<file path="src/rlpc_pkg.sv">
// Shared constants and types for the row lane pixel centroid block.
`default_nettype none
package rlpc_pkg;

  localparam int unsigned DefMaxWidth  = 2048;
  localparam int unsigned DefMaxHeight = 2048;
  localparam int unsigned DefFracBits  = 4;

  localparam int unsigned PixW     = 8;
  localparam int unsigned RowIdxW  = 11;
  localparam int unsigned CenterW  = 15;
  localparam int unsigned CfgDataW = 12;
  localparam int unsigned CfgIdxW  = 3;
  localparam int unsigned DimW     = 12;
  localparam int unsigned StepW    = 8;

  localparam logic [DimW-1:0]  RowWidthRst    = 12'd640;
  localparam logic [DimW-1:0]  FrameHeightRst = 12'd480;
  localparam logic [StepW-1:0] RowStepRst     = 8'd5;
  localparam logic [PixW-1:0]  PixThreshRst   = 8'd125;

  typedef enum logic [CfgIdxW-1:0] {
    REG_ROW_WIDTH       = 3'd0,
    REG_FRAME_HEIGHT    = 3'd1,
    REG_ROW_STEP        = 3'd2,
    REG_PIXEL_THRESHOLD = 3'd3
  } cfg_reg_e;

  typedef enum logic [2:0] {
    ST_IDLE,
    ST_LOAD,
    ST_LEFT,
    ST_RIGHT,
    ST_PUSH
  } seq_state_e;

endpackage
`default_nettype wire

</file>
<file path="src/rlpc_div.sv">
// Iterative restoring divider, one quotient bit per cycle, numerator pre-scaled by 2^FRAC.
`default_nettype none
module rlpc_div #(
  parameter int unsigned SUM_W = 22,
  parameter int unsigned CNT_W = 12,
  parameter int unsigned QUO_W = 15,
  parameter int unsigned FRAC  = 4
) (
  input  wire logic             clk_i,
  input  wire logic             rst_ni,
  input  wire logic             start_i,
  input  wire logic [SUM_W-1:0] num_i,
  input  wire logic [CNT_W-1:0] den_i,
  output logic                  busy_o,
  output logic                  done_o,
  output logic [QUO_W-1:0]      quo_o
);

  localparam int unsigned NumW = SUM_W + FRAC;
  localparam int unsigned ItW  = $clog2(QUO_W + 1);

  logic [NumW-1:0]  num_ext;
  logic [CNT_W-1:0] rem_q;
  logic [CNT_W-1:0] den_q;
  logic [QUO_W-1:0] quo_q;
  logic [ItW-1:0]   cnt_q;
  logic             busy_q;
  logic             done_q;
  logic [CNT_W:0]   trial;
  logic [CNT_W:0]   diff;
  logic             ge;

  assign num_ext = NumW'(num_i) << FRAC;
  assign trial   = {rem_q, quo_q[QUO_W-1]};
  assign ge      = trial >= {1'b0, den_q};
  assign diff    = trial - {1'b0, den_q};

  always_ff @(posedge clk_i or negedge rst_ni) begin
    if (!rst_ni) begin
      busy_q <= 1'b0;
      done_q <= 1'b0;
      cnt_q  <= '0;
    end else begin
      done_q <= 1'b0;
      if (start_i) begin
        busy_q <= 1'b1;
        cnt_q  <= '0;
      end else if (busy_q) begin
        cnt_q <= cnt_q + 1'b1;
        if (cnt_q == ItW'(QUO_W - 1)) begin
          busy_q <= 1'b0;
          done_q <= 1'b1;
        end
      end
    end
  end

  always_ff @(posedge clk_i) begin
    if (start_i) begin
      rem_q <= CNT_W'(num_ext >> QUO_W);
      quo_q <= QUO_W'(num_ext);
      den_q <= den_i;
    end else if (busy_q) begin
      rem_q <= ge ? CNT_W'(diff) : CNT_W'(trial);
      quo_q <= QUO_W'({quo_q, ge});
    end
  end

  assign busy_o = busy_q;
  assign done_o = done_q;
  assign quo_o  = quo_q;

endmodule
`default_nettype wire

</file>
<file path="src/rlpc_acc.sv">
// Raster counters and per-row hit counts and x sums for both halves.
`default_nettype none
module rlpc_acc #(
  parameter int unsigned MAX_WIDTH  = 2048,
  parameter int unsigned MAX_HEIGHT = 2048
) (
  input  wire logic                            clk_i,
  input  wire logic                            rst_ni,
  input  wire logic                            accept_i,
  input  wire logic [rlpc_pkg::PixW-1:0]       pixel_i,
  input  wire logic                            frame_start_i,
  input  wire logic [rlpc_pkg::DimW-1:0]       row_width_i,
  input  wire logic [rlpc_pkg::DimW-1:0]       frame_height_i,
  input  wire logic [rlpc_pkg::StepW-1:0]      row_step_i,
  input  wire logic [rlpc_pkg::PixW-1:0]       thresh_i,
  output logic                                 row_end_o,
  output logic [$clog2(MAX_HEIGHT > 1 ? MAX_HEIGHT : 2)-1:0] row_o,
  output logic [$clog2(MAX_WIDTH):0]           left_hits_o,
  output logic [2*$clog2(MAX_WIDTH)-1:0]       left_sum_o,
  output logic [$clog2(MAX_WIDTH):0]           right_hits_o,
  output logic [2*$clog2(MAX_WIDTH)-1:0]       right_sum_o
);
  import rlpc_pkg::*;

  localparam int unsigned CW   = $clog2(MAX_WIDTH);
  localparam int unsigned RW   = $clog2(MAX_HEIGHT > 1 ? MAX_HEIGHT : 2);
  localparam int unsigned HW   = CW + 1;
  localparam int unsigned SW   = 2 * CW;
  localparam int unsigned WCmp = (CW + 1 > DimW) ? CW + 1 : DimW;
  localparam int unsigned HCmp = (RW + 1 > DimW) ? RW + 1 : DimW;

  logic [WCmp-1:0]  w_ext;
  logic [HCmp-1:0]  h_ext;
  logic [CW:0]      w_eff;
  logic [RW:0]      h_eff;
  logic [StepW-1:0] st_eff;

  logic [CW-1:0]    col_q, col_d, x;
  logic [RW-1:0]    row_q, row_d, y;
  logic [StepW-1:0] ph_q, ph_d, ph;
  logic [HW-1:0]    lh_q, lh_d, rh_q, rh_d;
  logic [SW-1:0]    ls_q, ls_d, rs_q, rs_d;
  logic [RW-1:0]    row_res_q;
  logic             sampled, last, hit, is_left;

  always_comb begin
    w_ext = WCmp'(row_width_i);
    h_ext = HCmp'(frame_height_i);
    if (w_ext < WCmp'(2)) begin
      w_eff = (CW + 1)'(2);
    end else if (w_ext > WCmp'(MAX_WIDTH)) begin
      w_eff = (CW + 1)'(MAX_WIDTH);
    end else begin
      w_eff = (CW + 1)'(w_ext);
    end
    if (h_ext < HCmp'(1)) begin
      h_eff = (RW + 1)'(1);
    end else if (h_ext > HCmp'(MAX_HEIGHT)) begin
      h_eff = (RW + 1)'(MAX_HEIGHT);
    end else begin
      h_eff = (RW + 1)'(h_ext);
    end
    st_eff = (row_step_i == '0) ? StepW'(1) : row_step_i;
  end

  always_comb begin
    x       = frame_start_i ? '0 : col_q;
    y       = frame_start_i ? '0 : row_q;
    ph      = frame_start_i ? '0 : ph_q;
    sampled = (ph == '0);
    last    = (CW + 1)'(x) >= (w_eff - 1'b1);
    is_left = (CW + 1)'(x) < (w_eff >> 1);
    hit     = sampled && (pixel_i > thresh_i);

    lh_d = (x == '0) ? '0 : lh_q;
    ls_d = (x == '0) ? '0 : ls_q;
    rh_d = (x == '0) ? '0 : rh_q;
    rs_d = (x == '0) ? '0 : rs_q;
    if (hit && is_left) begin
      lh_d = lh_d + 1'b1;
      ls_d = ls_d + SW'(x);
    end else if (hit) begin
      rh_d = rh_d + 1'b1;
      rs_d = rs_d + SW'(x);
    end

    col_d = CW'(x + 1'b1);
    row_d = y;
    ph_d  = ph;
    if (last) begin
      col_d = '0;
      if ((RW + 1)'(y) + 1'b1 >= h_eff) begin
        row_d = '0;
        ph_d  = '0;
      end else begin
        row_d = RW'(y + 1'b1);
        ph_d  = ({1'b0, ph} + 1'b1 >= {1'b0, st_eff}) ? '0 : StepW'(ph + 1'b1);
      end
    end
  end

  always_ff @(posedge clk_i or negedge rst_ni) begin
    if (!rst_ni) begin
      col_q     <= '0;
      row_q     <= '0;
      ph_q      <= '0;
      lh_q      <= '0;
      ls_q      <= '0;
      rh_q      <= '0;
      rs_q      <= '0;
      row_end_o <= 1'b0;
    end else begin
      row_end_o <= accept_i && last && sampled;
      if (accept_i) begin
        col_q <= col_d;
        row_q <= row_d;
        ph_q  <= ph_d;
        lh_q  <= lh_d;
        ls_q  <= ls_d;
        rh_q  <= rh_d;
        rs_q  <= rs_d;
      end
    end
  end

  always_ff @(posedge clk_i) begin
    if (accept_i && last && sampled) begin
      row_res_q <= y;
    end
  end

  assign row_o        = row_res_q;
  assign left_hits_o  = lh_q;
  assign left_sum_o   = ls_q;
  assign right_hits_o = rh_q;
  assign right_sum_o  = rs_q;

endmodule
`default_nettype wire

</file>
<file path="src/row_lane_pixel_centroid.sv">
// Top level: config registers, row-end sequencer, shared divider and result register.
//
//   channel | direction | handshake                 | payload
//   --------+-----------+---------------------------+-------------------------------------------
//   in      | in        | in_valid_i / in_stall_o   | pixel_value_i, frame_start_i
//   out     | out       | out_valid_o / out_stall_i | row_index_o, left/right_found_o, _center_o
//   cfg     | in        | cfg_we_i                  | cfg_idx_i, cfg_data_i
//
// One pixel transfer per cycle while in_stall_o is low. The last pixel of a sampled row
// stalls the input until both means are done and the result register has taken them,
// which also waits for any pending result to drain: one shared restoring divider produces the
// left mean, then the right mean, one quotient bit per cycle.
// The result register holds a pending result while pixels of later rows stream in.
// Reset clears counters, accumulators and control and loads the register defaults.
`default_nettype none
module row_lane_pixel_centroid #(
  parameter int unsigned MAX_WIDTH     = rlpc_pkg::DefMaxWidth,
  parameter int unsigned MAX_HEIGHT    = rlpc_pkg::DefMaxHeight,
  parameter int unsigned FRACTION_BITS = rlpc_pkg::DefFracBits
) (
  input  wire logic                              clk_i,
  input  wire logic                              rst_ni,
  input  wire logic                              in_valid_i,
  output logic                                   in_stall_o,
  input  wire logic [rlpc_pkg::PixW-1:0]         pixel_value_i,
  input  wire logic                              frame_start_i,
  output logic                                   out_valid_o,
  input  wire logic                              out_stall_i,
  output logic [rlpc_pkg::RowIdxW-1:0]           row_index_o,
  output logic                                   left_found_o,
  output logic [rlpc_pkg::CenterW-1:0]           left_center_o,
  output logic                                   right_found_o,
  output logic [rlpc_pkg::CenterW-1:0]           right_center_o,
  input  wire logic                              cfg_we_i,
  input  wire logic [rlpc_pkg::CfgIdxW-1:0]      cfg_idx_i,
  input  wire logic [rlpc_pkg::CfgDataW-1:0]     cfg_data_i
);
  import rlpc_pkg::*;

  localparam int unsigned CW = $clog2(MAX_WIDTH);
  localparam int unsigned RW = $clog2(MAX_HEIGHT > 1 ? MAX_HEIGHT : 2);
  localparam int unsigned HW = CW + 1;
  localparam int unsigned SW = 2 * CW;
  localparam int unsigned QW = CW + FRACTION_BITS;

  logic [DimW-1:0]  row_width_q, frame_height_q;
  logic [StepW-1:0] row_step_q;
  logic [PixW-1:0]  thresh_q;

  seq_state_e state_q, state_d;

  logic          in_accept, out_accept;
  logic          row_end;
  logic [RW-1:0] row_res;
  logic [HW-1:0] lh, rh;
  logic [SW-1:0] ls, rs;

  logic          div_start, div_sel_right, div_busy, div_done;
  logic [QW-1:0] div_quo;
  logic [QW-1:0] lq_q;
  logic          lq_load, push;

  logic                 out_valid_q;
  logic [RowIdxW-1:0]   row_index_q;
  logic                 left_found_q, right_found_q;
  logic [CenterW-1:0]   left_center_q, right_center_q;

  // row end flag also blocks the input so the finished sums stay put
  assign in_stall_o = (state_q != ST_IDLE) || row_end;
  assign in_accept  = in_valid_i && !in_stall_o;
  assign out_accept = out_valid_q && !out_stall_i;

  always_ff @(posedge clk_i or negedge rst_ni) begin
    if (!rst_ni) begin
      row_width_q    <= RowWidthRst;
      frame_height_q <= FrameHeightRst;
      row_step_q     <= RowStepRst;
      thresh_q       <= PixThreshRst;
    end else if (cfg_we_i) begin
      case (cfg_idx_i)
        REG_ROW_WIDTH:       row_width_q    <= cfg_data_i;
        REG_FRAME_HEIGHT:    frame_height_q <= cfg_data_i;
        REG_ROW_STEP:        row_step_q     <= StepW'(cfg_data_i);
        REG_PIXEL_THRESHOLD: thresh_q       <= PixW'(cfg_data_i);
        default: ;
      endcase
    end
  end

  rlpc_acc #(
    .MAX_WIDTH  (MAX_WIDTH),
    .MAX_HEIGHT (MAX_HEIGHT)
  ) u_acc (
    .clk_i          (clk_i),
    .rst_ni         (rst_ni),
    .accept_i       (in_accept),
    .pixel_i        (pixel_value_i),
    .frame_start_i  (frame_start_i),
    .row_width_i    (row_width_q),
    .frame_height_i (frame_height_q),
    .row_step_i     (row_step_q),
    .thresh_i       (thresh_q),
    .row_end_o      (row_end),
    .row_o          (row_res),
    .left_hits_o    (lh),
    .left_sum_o     (ls),
    .right_hits_o   (rh),
    .right_sum_o    (rs)
  );

  rlpc_div #(
    .SUM_W (SW),
    .CNT_W (HW),
    .QUO_W (QW),
    .FRAC  (FRACTION_BITS)
  ) u_div (
    .clk_i   (clk_i),
    .rst_ni  (rst_ni),
    .start_i (div_start),
    .num_i   (div_sel_right ? rs : ls),
    .den_i   (div_sel_right ? rh : lh),
    .busy_o  (div_busy),
    .done_o  (div_done),
    .quo_o   (div_quo)
  );

  always_ff @(posedge clk_i or negedge rst_ni) begin
    if (!rst_ni) begin
      state_q <= ST_IDLE;
    end else begin
      state_q <= state_d;
    end
  end

  always_comb begin
    state_d       = state_q;
    div_start     = 1'b0;
    div_sel_right = 1'b0;
    lq_load       = 1'b0;
    push          = 1'b0;
    unique case (state_q)
      ST_IDLE: begin
        if (row_end) begin
          state_d = ST_LOAD;
        end
      end
      ST_LOAD: begin
        div_start = 1'b1;
        state_d   = ST_LEFT;
      end
      ST_LEFT: begin
        if (div_done) begin
          lq_load       = 1'b1;
          div_start     = 1'b1;
          div_sel_right = 1'b1;
          state_d       = ST_RIGHT;
        end
      end
      ST_RIGHT: begin
        if (div_done) begin
          state_d = ST_PUSH;
        end
      end
      ST_PUSH: begin
        if (!out_valid_q || !out_stall_i) begin
          push    = 1'b1;
          state_d = ST_IDLE;
        end
      end
      default: state_d = ST_IDLE;
    endcase
  end

  always_ff @(posedge clk_i) begin
    if (lq_load) begin
      lq_q <= div_quo;
    end
    if (push) begin
      row_index_q    <= RowIdxW'(row_res);
      left_found_q   <= (lh != '0);
      right_found_q  <= (rh != '0);
      left_center_q  <= (lh != '0) ? CenterW'(lq_q) : '0;
      right_center_q <= (rh != '0) ? CenterW'(div_quo) : '0;
    end
  end

  always_ff @(posedge clk_i or negedge rst_ni) begin
    if (!rst_ni) begin
      out_valid_q <= 1'b0;
    end else if (push) begin
      out_valid_q <= 1'b1;
    end else if (out_accept) begin
      out_valid_q <= 1'b0;
    end
  end

  assign out_valid_o    = out_valid_q;
  assign row_index_o    = row_index_q;
  assign left_found_o   = left_found_q;
  assign left_center_o  = left_center_q;
  assign right_found_o  = right_found_q;
  assign right_center_o = right_center_q;

  a_done_in_div_state: assert property (@(posedge clk_i) disable iff (!rst_ni)
    div_done |-> (state_q == ST_LEFT || state_q == ST_RIGHT))
    else $error("divider done outside a divide state");

  a_row_end_starts_seq: assert property (@(posedge clk_i) disable iff (!rst_ni)
    row_end |-> (state_q == ST_IDLE) ##1 (state_q == ST_LOAD))
    else $error("row end did not start the divide sequence");

  a_idle_div_quiet: assert property (@(posedge clk_i) disable iff (!rst_ni)
    (state_q == ST_IDLE || state_q == ST_PUSH) |-> !div_busy)
    else $error("divider busy while sequencer idle");

  a_empty_half_zero: assert property (@(posedge clk_i) disable iff (!rst_ni)
    out_valid_q |-> ((left_found_q || left_center_q == '0) &&
                     (right_found_q || right_center_q == '0)))
    else $error("center nonzero for an empty half");

endmodule
`default_nettype wire

</file>
<file path="config.mk">
export PLATFORM = sky130hd
export DESIGN_NAME = row_lane_pixel_centroid
export DESIGN_NICKNAME = d
export VERILOG_FILES = /design/src/rlpc_pkg.sv /design/src/rlpc_div.sv /design/src/rlpc_acc.sv /design/src/row_lane_pixel_centroid.sv
export SDC_FILE = /design/constraint.sdc
export NUM_CORES = 1
export LEC_CHECK = 0
export BUFFER_PORTS_ARGS = -buffer_cell sky130_fd_sc_hd__buf_2
export CAP_MARGIN = 10
export CORE_MARGIN = 1
export CORE_UTILIZATION = 60
export DETAILED_ROUTE_END_ITERATION = 12
export PLACE_DENSITY = 0.78
export REMOVE_ABC_BUFFERS = 1
export SYNTH_ARGS = -nofsm -noshare
export SYNTH_HDL_FRONTEND = slang
export SYNTH_HIERARCHICAL = 1
export SYNTH_SLANG_ARGS = --single-unit
</file>
<file path="constraint.sdc">
create_clock -name clk_i -period 8.7 [get_ports clk_i]
set_input_delay 0.435 -clock clk_i [delete_from_list [all_inputs] [get_ports clk_i]]
set_output_delay 0.435 -clock clk_i [all_outputs]
set_load 0.05 [all_outputs]
</file>
==> results of run 1 <==
[logic make-up (layout without fill, tap and decap cells)]
| family | after synthesis | after routing | share of synthesized area |
|---|---|---|---|
| mux | 87 | 87 | 0.0699 |
| flops | 257 | 257 | 0.468 |
| compound gates | 258 | 258 | 0.120 |
| xor+xnor | 76 | 76 | 0.0449 |
| fa+ha+maj | 96 | 96 | 0.0826 |
| buf+inv | 109 | 187 | 0.0367 |
| simple gates | 502 | 502 | 0.178 |
[path summary, 6_finish.rpt]
kind | from | cells past startpoint | to | slack, ps
hold reg to reg | u_acc/row_o[2]$_DFFE_PP_ | 0 | row_index_o[2]$_DFFE_PP_ | 420
hold / removal | rst_ni | 1 | out_valid_o$_DFFE_PN0P_ | -10
setup / recovery | row_width_q[3]$_DFFE_PN0P_ | 16 | u_acc/ph_q[2]$_DFFE_PN0P_ | 3900
setup reg to reg | row_width_q[3]$_DFFE_PN0P_ | 16 | u_acc/ph_q[2]$_DFFE_PN0P_ | 3900
max in group asynchronous | rst_ni | 2 | u_acc/right_sum_o[11]$_DFFE_PN0P_ | 7370
min in group clk_i | cfg_data_i[10] | 2 | row_width_q[10]$_DFFE_PN0P_ | 170
[layout make-up]
cell class                 instances  area, um^2
tap                              324         405
fill                            1841        7920
sequential                       257        6940
timing repair buffer              81         432
multi-input combinational       1019        7370
clock buffer                      30         687
clock inverter                    18         282
inverter                          58         218
[routing by layer]
layer / up-vias / share of wire
met5: - / 0
met4: 0 / 0.022
met3: 66 / 0.070
met2: 378 / 0.46
met1: 5337 / 0.45
li1: 5127 / -
[metrics by stage]
step	total power, mW	setup slack, ps
after global placement	2.09	4110
final	3.36	3900
after CTS	3.38	3990
after floorplan	1.91	3900
after detailed placement	2.12	3980
after global routing	3.52	3550
[cell usage in the layout, fill, tap and decap left out, types with 12 or more instances in the layout]
cell,instances
edfxtp_1,103
a21oi_1,47
nor2_1,73
nand3_1,39
and3_1,20
mux2i_1,12
o21ai_1,12
nand4_1,18
nor2b_1,38
mux2_4,19
xnor2_1,35
mux2_2,54
nor3_1,30
nor4_1,19
dfstp_2,14
inv_1,55
clkbuf_16,27
ha_1,93
o21ai_0,59
a22o_1,32
buf_2,72
a31oi_1,15
and2_1,64
nand2_1,146
nand2b_1,13
dfrtp_1,135
xor2_1,41
[sequential cells by signal, indices dropped and copies added, names as in the netlist, 3 cells and up]
signal,count
right_center_o,15
row_index_o,11
row_step_q,8
u_div/cnt_q,4
u_acc/right_hits_o,12
u_acc/ph_q,8
frame_height_q,12
u_div/quo_o,15
u_acc/col_q,11
u_div/den_q,12
u_div/rem_q,12
state_q,3
u_acc/left_hits_o,12
row_width_q,12
u_acc/right_sum_o,22
left_center_o,15
lq_q,15
u_acc/row_o,11
u_acc/row_q,11
u_acc/left_sum_o,22
thresh_q,8
[power groups by stage]
stage,clock (mW),combinational (mW),sequential [mW]
floorplan,0,0.451,1.46
finish,1.25,0.639,1.47
global route,1.32,0.716,1.48
CTS,1.27,0.638,1.46
global placement,0,0.612,1.48
detailed placement,0,0.631,1.49
[critical path: stages (launching register included)]
cell and delay, ps:
dfrtp_1 430, nor4_1 470, a31oi_1 170, or2_2 300, ha_1 250, o21ai_0 230, or4_1 180, o221ai_1 100
ha_1 290, and4_1 210, and2_1 150, nand3_1 90, a41oi_2 440, inv_1 200, nor4_1 880, a21oi_1 180
a21oi_1 140
==> metrics.cfg, run 1 <==
[global_route]
busiest_layer = met2
grtUsageMet1 = 0.382
grt_pass1_vias = 10582
grt_pass1_wl_um = 54700
grt_use_met2 = 0.428
overflow = 0
track_usage = 0.266
grt_util_met3 = 0.0380
grt_max_degree = 94
antenna_found_initial = 1

[placed_design]
hpwl_um = 23200
dp_cells = 1739
placed_area_mm2 = 0.0154
io_buffer_count = 73
place_congestion = 0.904

[layout]
drive_gt1_frac = 0.172
design_area_mm2 = 0.0163
layout.cells.non_filler = 1787
nets = 1568
n_antenna_cell = 0
area_growth_pct = 10.2
fin_util = 0.673

[clock_tree]
cts_buffer_depth = 3
holdBufCountCts = 0
post_cts_buffers = 0
cts_resized = 0
clkSinkCount = 257
numCtsBuffers = 26
clock_latency_ps = 540
cts_tree = done
cts-root-buf = clkbuf_16
h-tree-depth = 1
cts.clk_slew.worst_paths_ps = 60

[synthesis]
syn_area_per_cell_um2 = 10.7
synth.top_cell.area_share = 0.228
syn-instance-count = 1385
yosys_warnings = 6
synth_seq_cells = 257
synth_edf_count = 103
synthFlopType = dfrtp_1
synth_top_area_cell = dfrtp_1
ys_seq_area_frac = 0.468
synth_area_leaders = dfrtp_1, edfxtp_1, ha_1
synth.cell_area_mm2 = 0.0148
yosysMostFrequentCell = nand2_1
synth_commonest_cells = nand2_1, dfrtp_1, edfxtp_1
synth_cell_types = 88
async_reset_ff_frac = 0.580

[sta]
worst_slew_pin_slew_ps = 1090
hold_ws_ps = -11.5
slew_headroom = 0.269
finalHoldViolCount = 1
maxSlewViolCount = 0
fin_setup_tns_ps = 0
min_period_ps = 4800
fin_crit_sh = 0.552
fmax_mhz = 208
rsz0062_at_grt = false
finalClockSkew_ps = 23.6
setup_viol = 0

[die]
dieHeight_um = 159
ios = 74
num_rows = 57
core_area_mm2 = 0.0242
die_width_um = 159
start_util = 0.611
die-area_mm2 = 0.0253

[route]
dr.first_iter.drc_count = 1032
firstDrtPassIters = 5
antenna_left = 0
routed_wl_um = 32900
vias = 10908
post_drt_wl_per_cell_um = 18.4
drcViolationCount = 0
vias_per_cell = 6.10

[worst_setup_path]
endpoint_kind = register
cp.required_ps = 9160
cp_max_fo = 8
critPathArrivalTime_ps = 5260
crit_type = register to register
critPathLaunchType = register

[power]
p_leak_nw = 6.96
p_switching_mw = 0.952
seqPwrFrac = 0.436
p_sw_frac = 0.283
power_frac_comb = 0.190
internal-power_mw = 2.41
vdd_drop_max_uv = 166
p_clk_frac = 0.373
power.density_mw_per_mm2 = 206

[run]
cap_violations = 0

[run_status]
outcome = finished with violations
violations = negative hold slack

[worst_hold_path]
hp-class = input pin to async pin

Power figures use the tool's default switching activity.
==> run 2, diff against run 1 <==
- clock period: 8.7 -> 4.9 ns (I/O delays scaled with it)
==> run 2 against run 1 <==
  * Core utilization barely moved
  * Setup slack lost 3600 ps
  * Sequential share of layout area is essentially flat
  * Largest cell class unchanged
  * Clock-buffer cell count rose by 6
  * Critical endpoint is now u_acc/row_q[0]$_DFFE_PN0P_
  * Total power grew 69%
  * Via count is 1.3% lower
  * Combinational power is 80% higher
  * Critical path depth fell by 1
  * Clock skew down 16 ps
  * The flow now finishes without violations
  * Highest routed layer unchanged
  * Cell area is essentially flat
  * Critical path type unchanged
  * Non-clock buffer count rose by 17
==> metrics.cfg, run 2 (synthesized netlist as in run 1, its figures left out) <==
[run_status]
outcome = finished, final reports clean

[route]
vias_per_cell = 5.97  ; -2.2%
antenna_left = 0  ; unchanged
drcViolationCount = 0  ; unchanged
dr.first_iter.drc_count = 948  ; -8.1%
routed_wl_um = 32800  ; -0.38%
firstDrtPassIters = 6  ; +1
vias = 10770  ; -1.3%
post_drt_wl_per_cell_um = 18.1  ; -1.4%

[clock_tree]
clkSinkCount = 257  ; unchanged
cts_buffer_depth = 3  ; unchanged
post_cts_buffers = 0  ; unchanged
clock_latency_ps = 520  ; -20 ps
cts-root-buf = clkbuf_16
numCtsBuffers = 27  ; +3.8%
h-tree-depth = 1  ; unchanged
cts_tree = done
cts.clk_slew.worst_paths_ps = 60  ; about the same

[worst_setup_path]
critPathArrivalTime_ps = 5080  ; -180 ps
startpoint = row_width_q[3]$_DFFE_PN0P_
cp.required_ps = 5360  ; -3800 ps
endpoint_kind = register
cp_max_fo = 10  ; +2
r2r_start = row_width_q[3]$_DFFE_PN0P_
crit_type = register to register
rrSetupSlack_ps = 280  ; -3620 ps
critPathLaunchType = register

[sta]
finalHoldViolCount = 0  ; -1
worst_slew_pin_slew_ps = 1080  ; -7.59 ps
min_period_ps = 4620  ; -179 ps
fin_crit_sh = 0.943  ; +0.391
maxSlewViolCount = 0  ; unchanged
setup_viol = 0  ; unchanged
fin_setup_tns_ps = 0  ; unchanged
finalClockSkew_ps = 7.60  ; -16.0 ps
hold_ws_ps = 13.8  ; +25.3 ps
fmax_mhz = 216  ; +3.9%
slew_headroom = 0.277  ; +0.00890

[layout]
nets = 1586  ; +1.1%
regArea_mm2 = 0.00694  ; unchanged
area_growth_pct = 10.2  ; about the same
final_common_cell = nand2_1
drive_gt1_frac = 0.175  ; +0.00263
final_cell_mix = nand2_1, dfrtp_1, edfxtp_1
multi_input_area_mm2 = 0.00738  ; +0.17%
fillers = 1799  ; -2.3%
layout.cells.non_filler = 1805  ; +1.0%
n_antenna_cell = 0  ; unchanged

[power]
internal-power_mw = 4.01  ; +67%
power.density_mw_per_mm2 = 347  ; +69%
power.total_mw = 5.67  ; +69%
seqPwrFrac = 0.459  ; +0.023
p_switching_mw = 1.66  ; +75%
p_clk_frac = 0.338  ; -0.035
p_leak_nw = 6.96  ; about the same
p_sw_frac = 0.293  ; +0.00972
power_frac_comb = 0.203  ; +0.013
vdd_drop_max_uv = 245  ; +48%

[worst_hold_path]
hold_path.startpoint = out_stall_i
hp-class = input pin to register

[die]
num_rows = 57  ; unchanged
start_util = 0.611  ; unchanged
core_area_mm2 = 0.0242  ; unchanged
die-area_mm2 = 0.0253  ; unchanged
ios = 74  ; unchanged
die_width_um = 159  ; unchanged
dieHeight_um = 159  ; unchanged

[placed_design]
dp_cells = 1752  ; +0.75%
io_buffer_count = 73  ; unchanged
place_congestion = 0.889  ; -1.7%
hpwl_um = 23300  ; +0.33%

[global_route]
grt_pass1_wl_um = 54100  ; -0.96%
grt_max_degree = 58  ; -38%
track_usage = 0.264  ; -0.00243
antenna_found_initial = 0  ; -1
overflow = 0  ; unchanged
grt_pass1_vias = 10505  ; -0.73%

[run]
cap_violations = 0  ; unchanged

[run 2: final timing paths]
check	end	cells after the start
worst max-delay path	u_acc/row_q[0]$_DFFE_PN0P_	15
worst min-delay path	out_valid_o$_DFFE_PN0P_	3
worst max register to register	u_acc/row_q[0]$_DFFE_PN0P_	15
worst min register to register	row_index_o[5]$_DFFE_PP_	0
max in group asynchronous	row_width_q[1]$_DFFE_PN0P_	3
min in group asynchronous	u_div/cnt_q[2]$_DFFE_PN0P_	2
[run 2: per-stage QoR]
stage	cell area [um^2]	worst slack, ps	utilization
5_1_grt	16300	-6.06	0.674
6_report	16300	280	0.674
2_1_floorplan	14500	102	-
3_3_place_gp	15500	342	0.638
3_5_place_dp	15500	192	0.638
4_1_cts	16300	158	0.673
[run 2: cell type report]
cell class,count,area share
clock inverters,13,0.00582
clock buffers,36,0.0447
flip-flops and latches,257,0.425
repair buffers,98,0.0348
inverters,58,0.0133
well taps,324,0.0248
multi-input cells,1019,0.452
[run 2: timing repair]
item	in CTS	in global routing
hold endpoints to repair	44	1
resized for setup	0	2
hold buffers	3	1
setup endpoints to repair	0	17
[run 2: power groups by stage]
stage	combinational (mW)	sequential, mW	clock, mW
4_1_cts	1.14	2.60	1.94
6_report	1.15	2.60	1.92
5_1_grt	1.28	2.62	2.03
2_1_floorplan	0.803	2.59	0
3_3_place_gp	1.10	2.62	0
3_5_place_dp	1.13	2.64	0
[run 2: layer usage]
layer | up-vias | GRT usage | wire, um
met1 | 5213 | 0.385 | 15300
met4 | 0 | 0.0581 | 561
li1 | 5155 | - | -
met5 | - | 0 | 0
met3 | 49 | 0.0386 | 2020
met2 | 353 | 0.421 | 14900
[run 2: worst max-delay path, stage by stage (launching register included)]
cell	delay, ps
dfrtp_1	450
nor4_2	400
nand2_1	140
nand3_1	130
ha_1	240
o21ai_0	240
or4_1	450
o221ai_1	100
ha_1	280
and4_1	190
a2111oi_1	470
a41oi_2	370
or2_2	470
nand2_1	280
buf_4	220
a22o_1	140
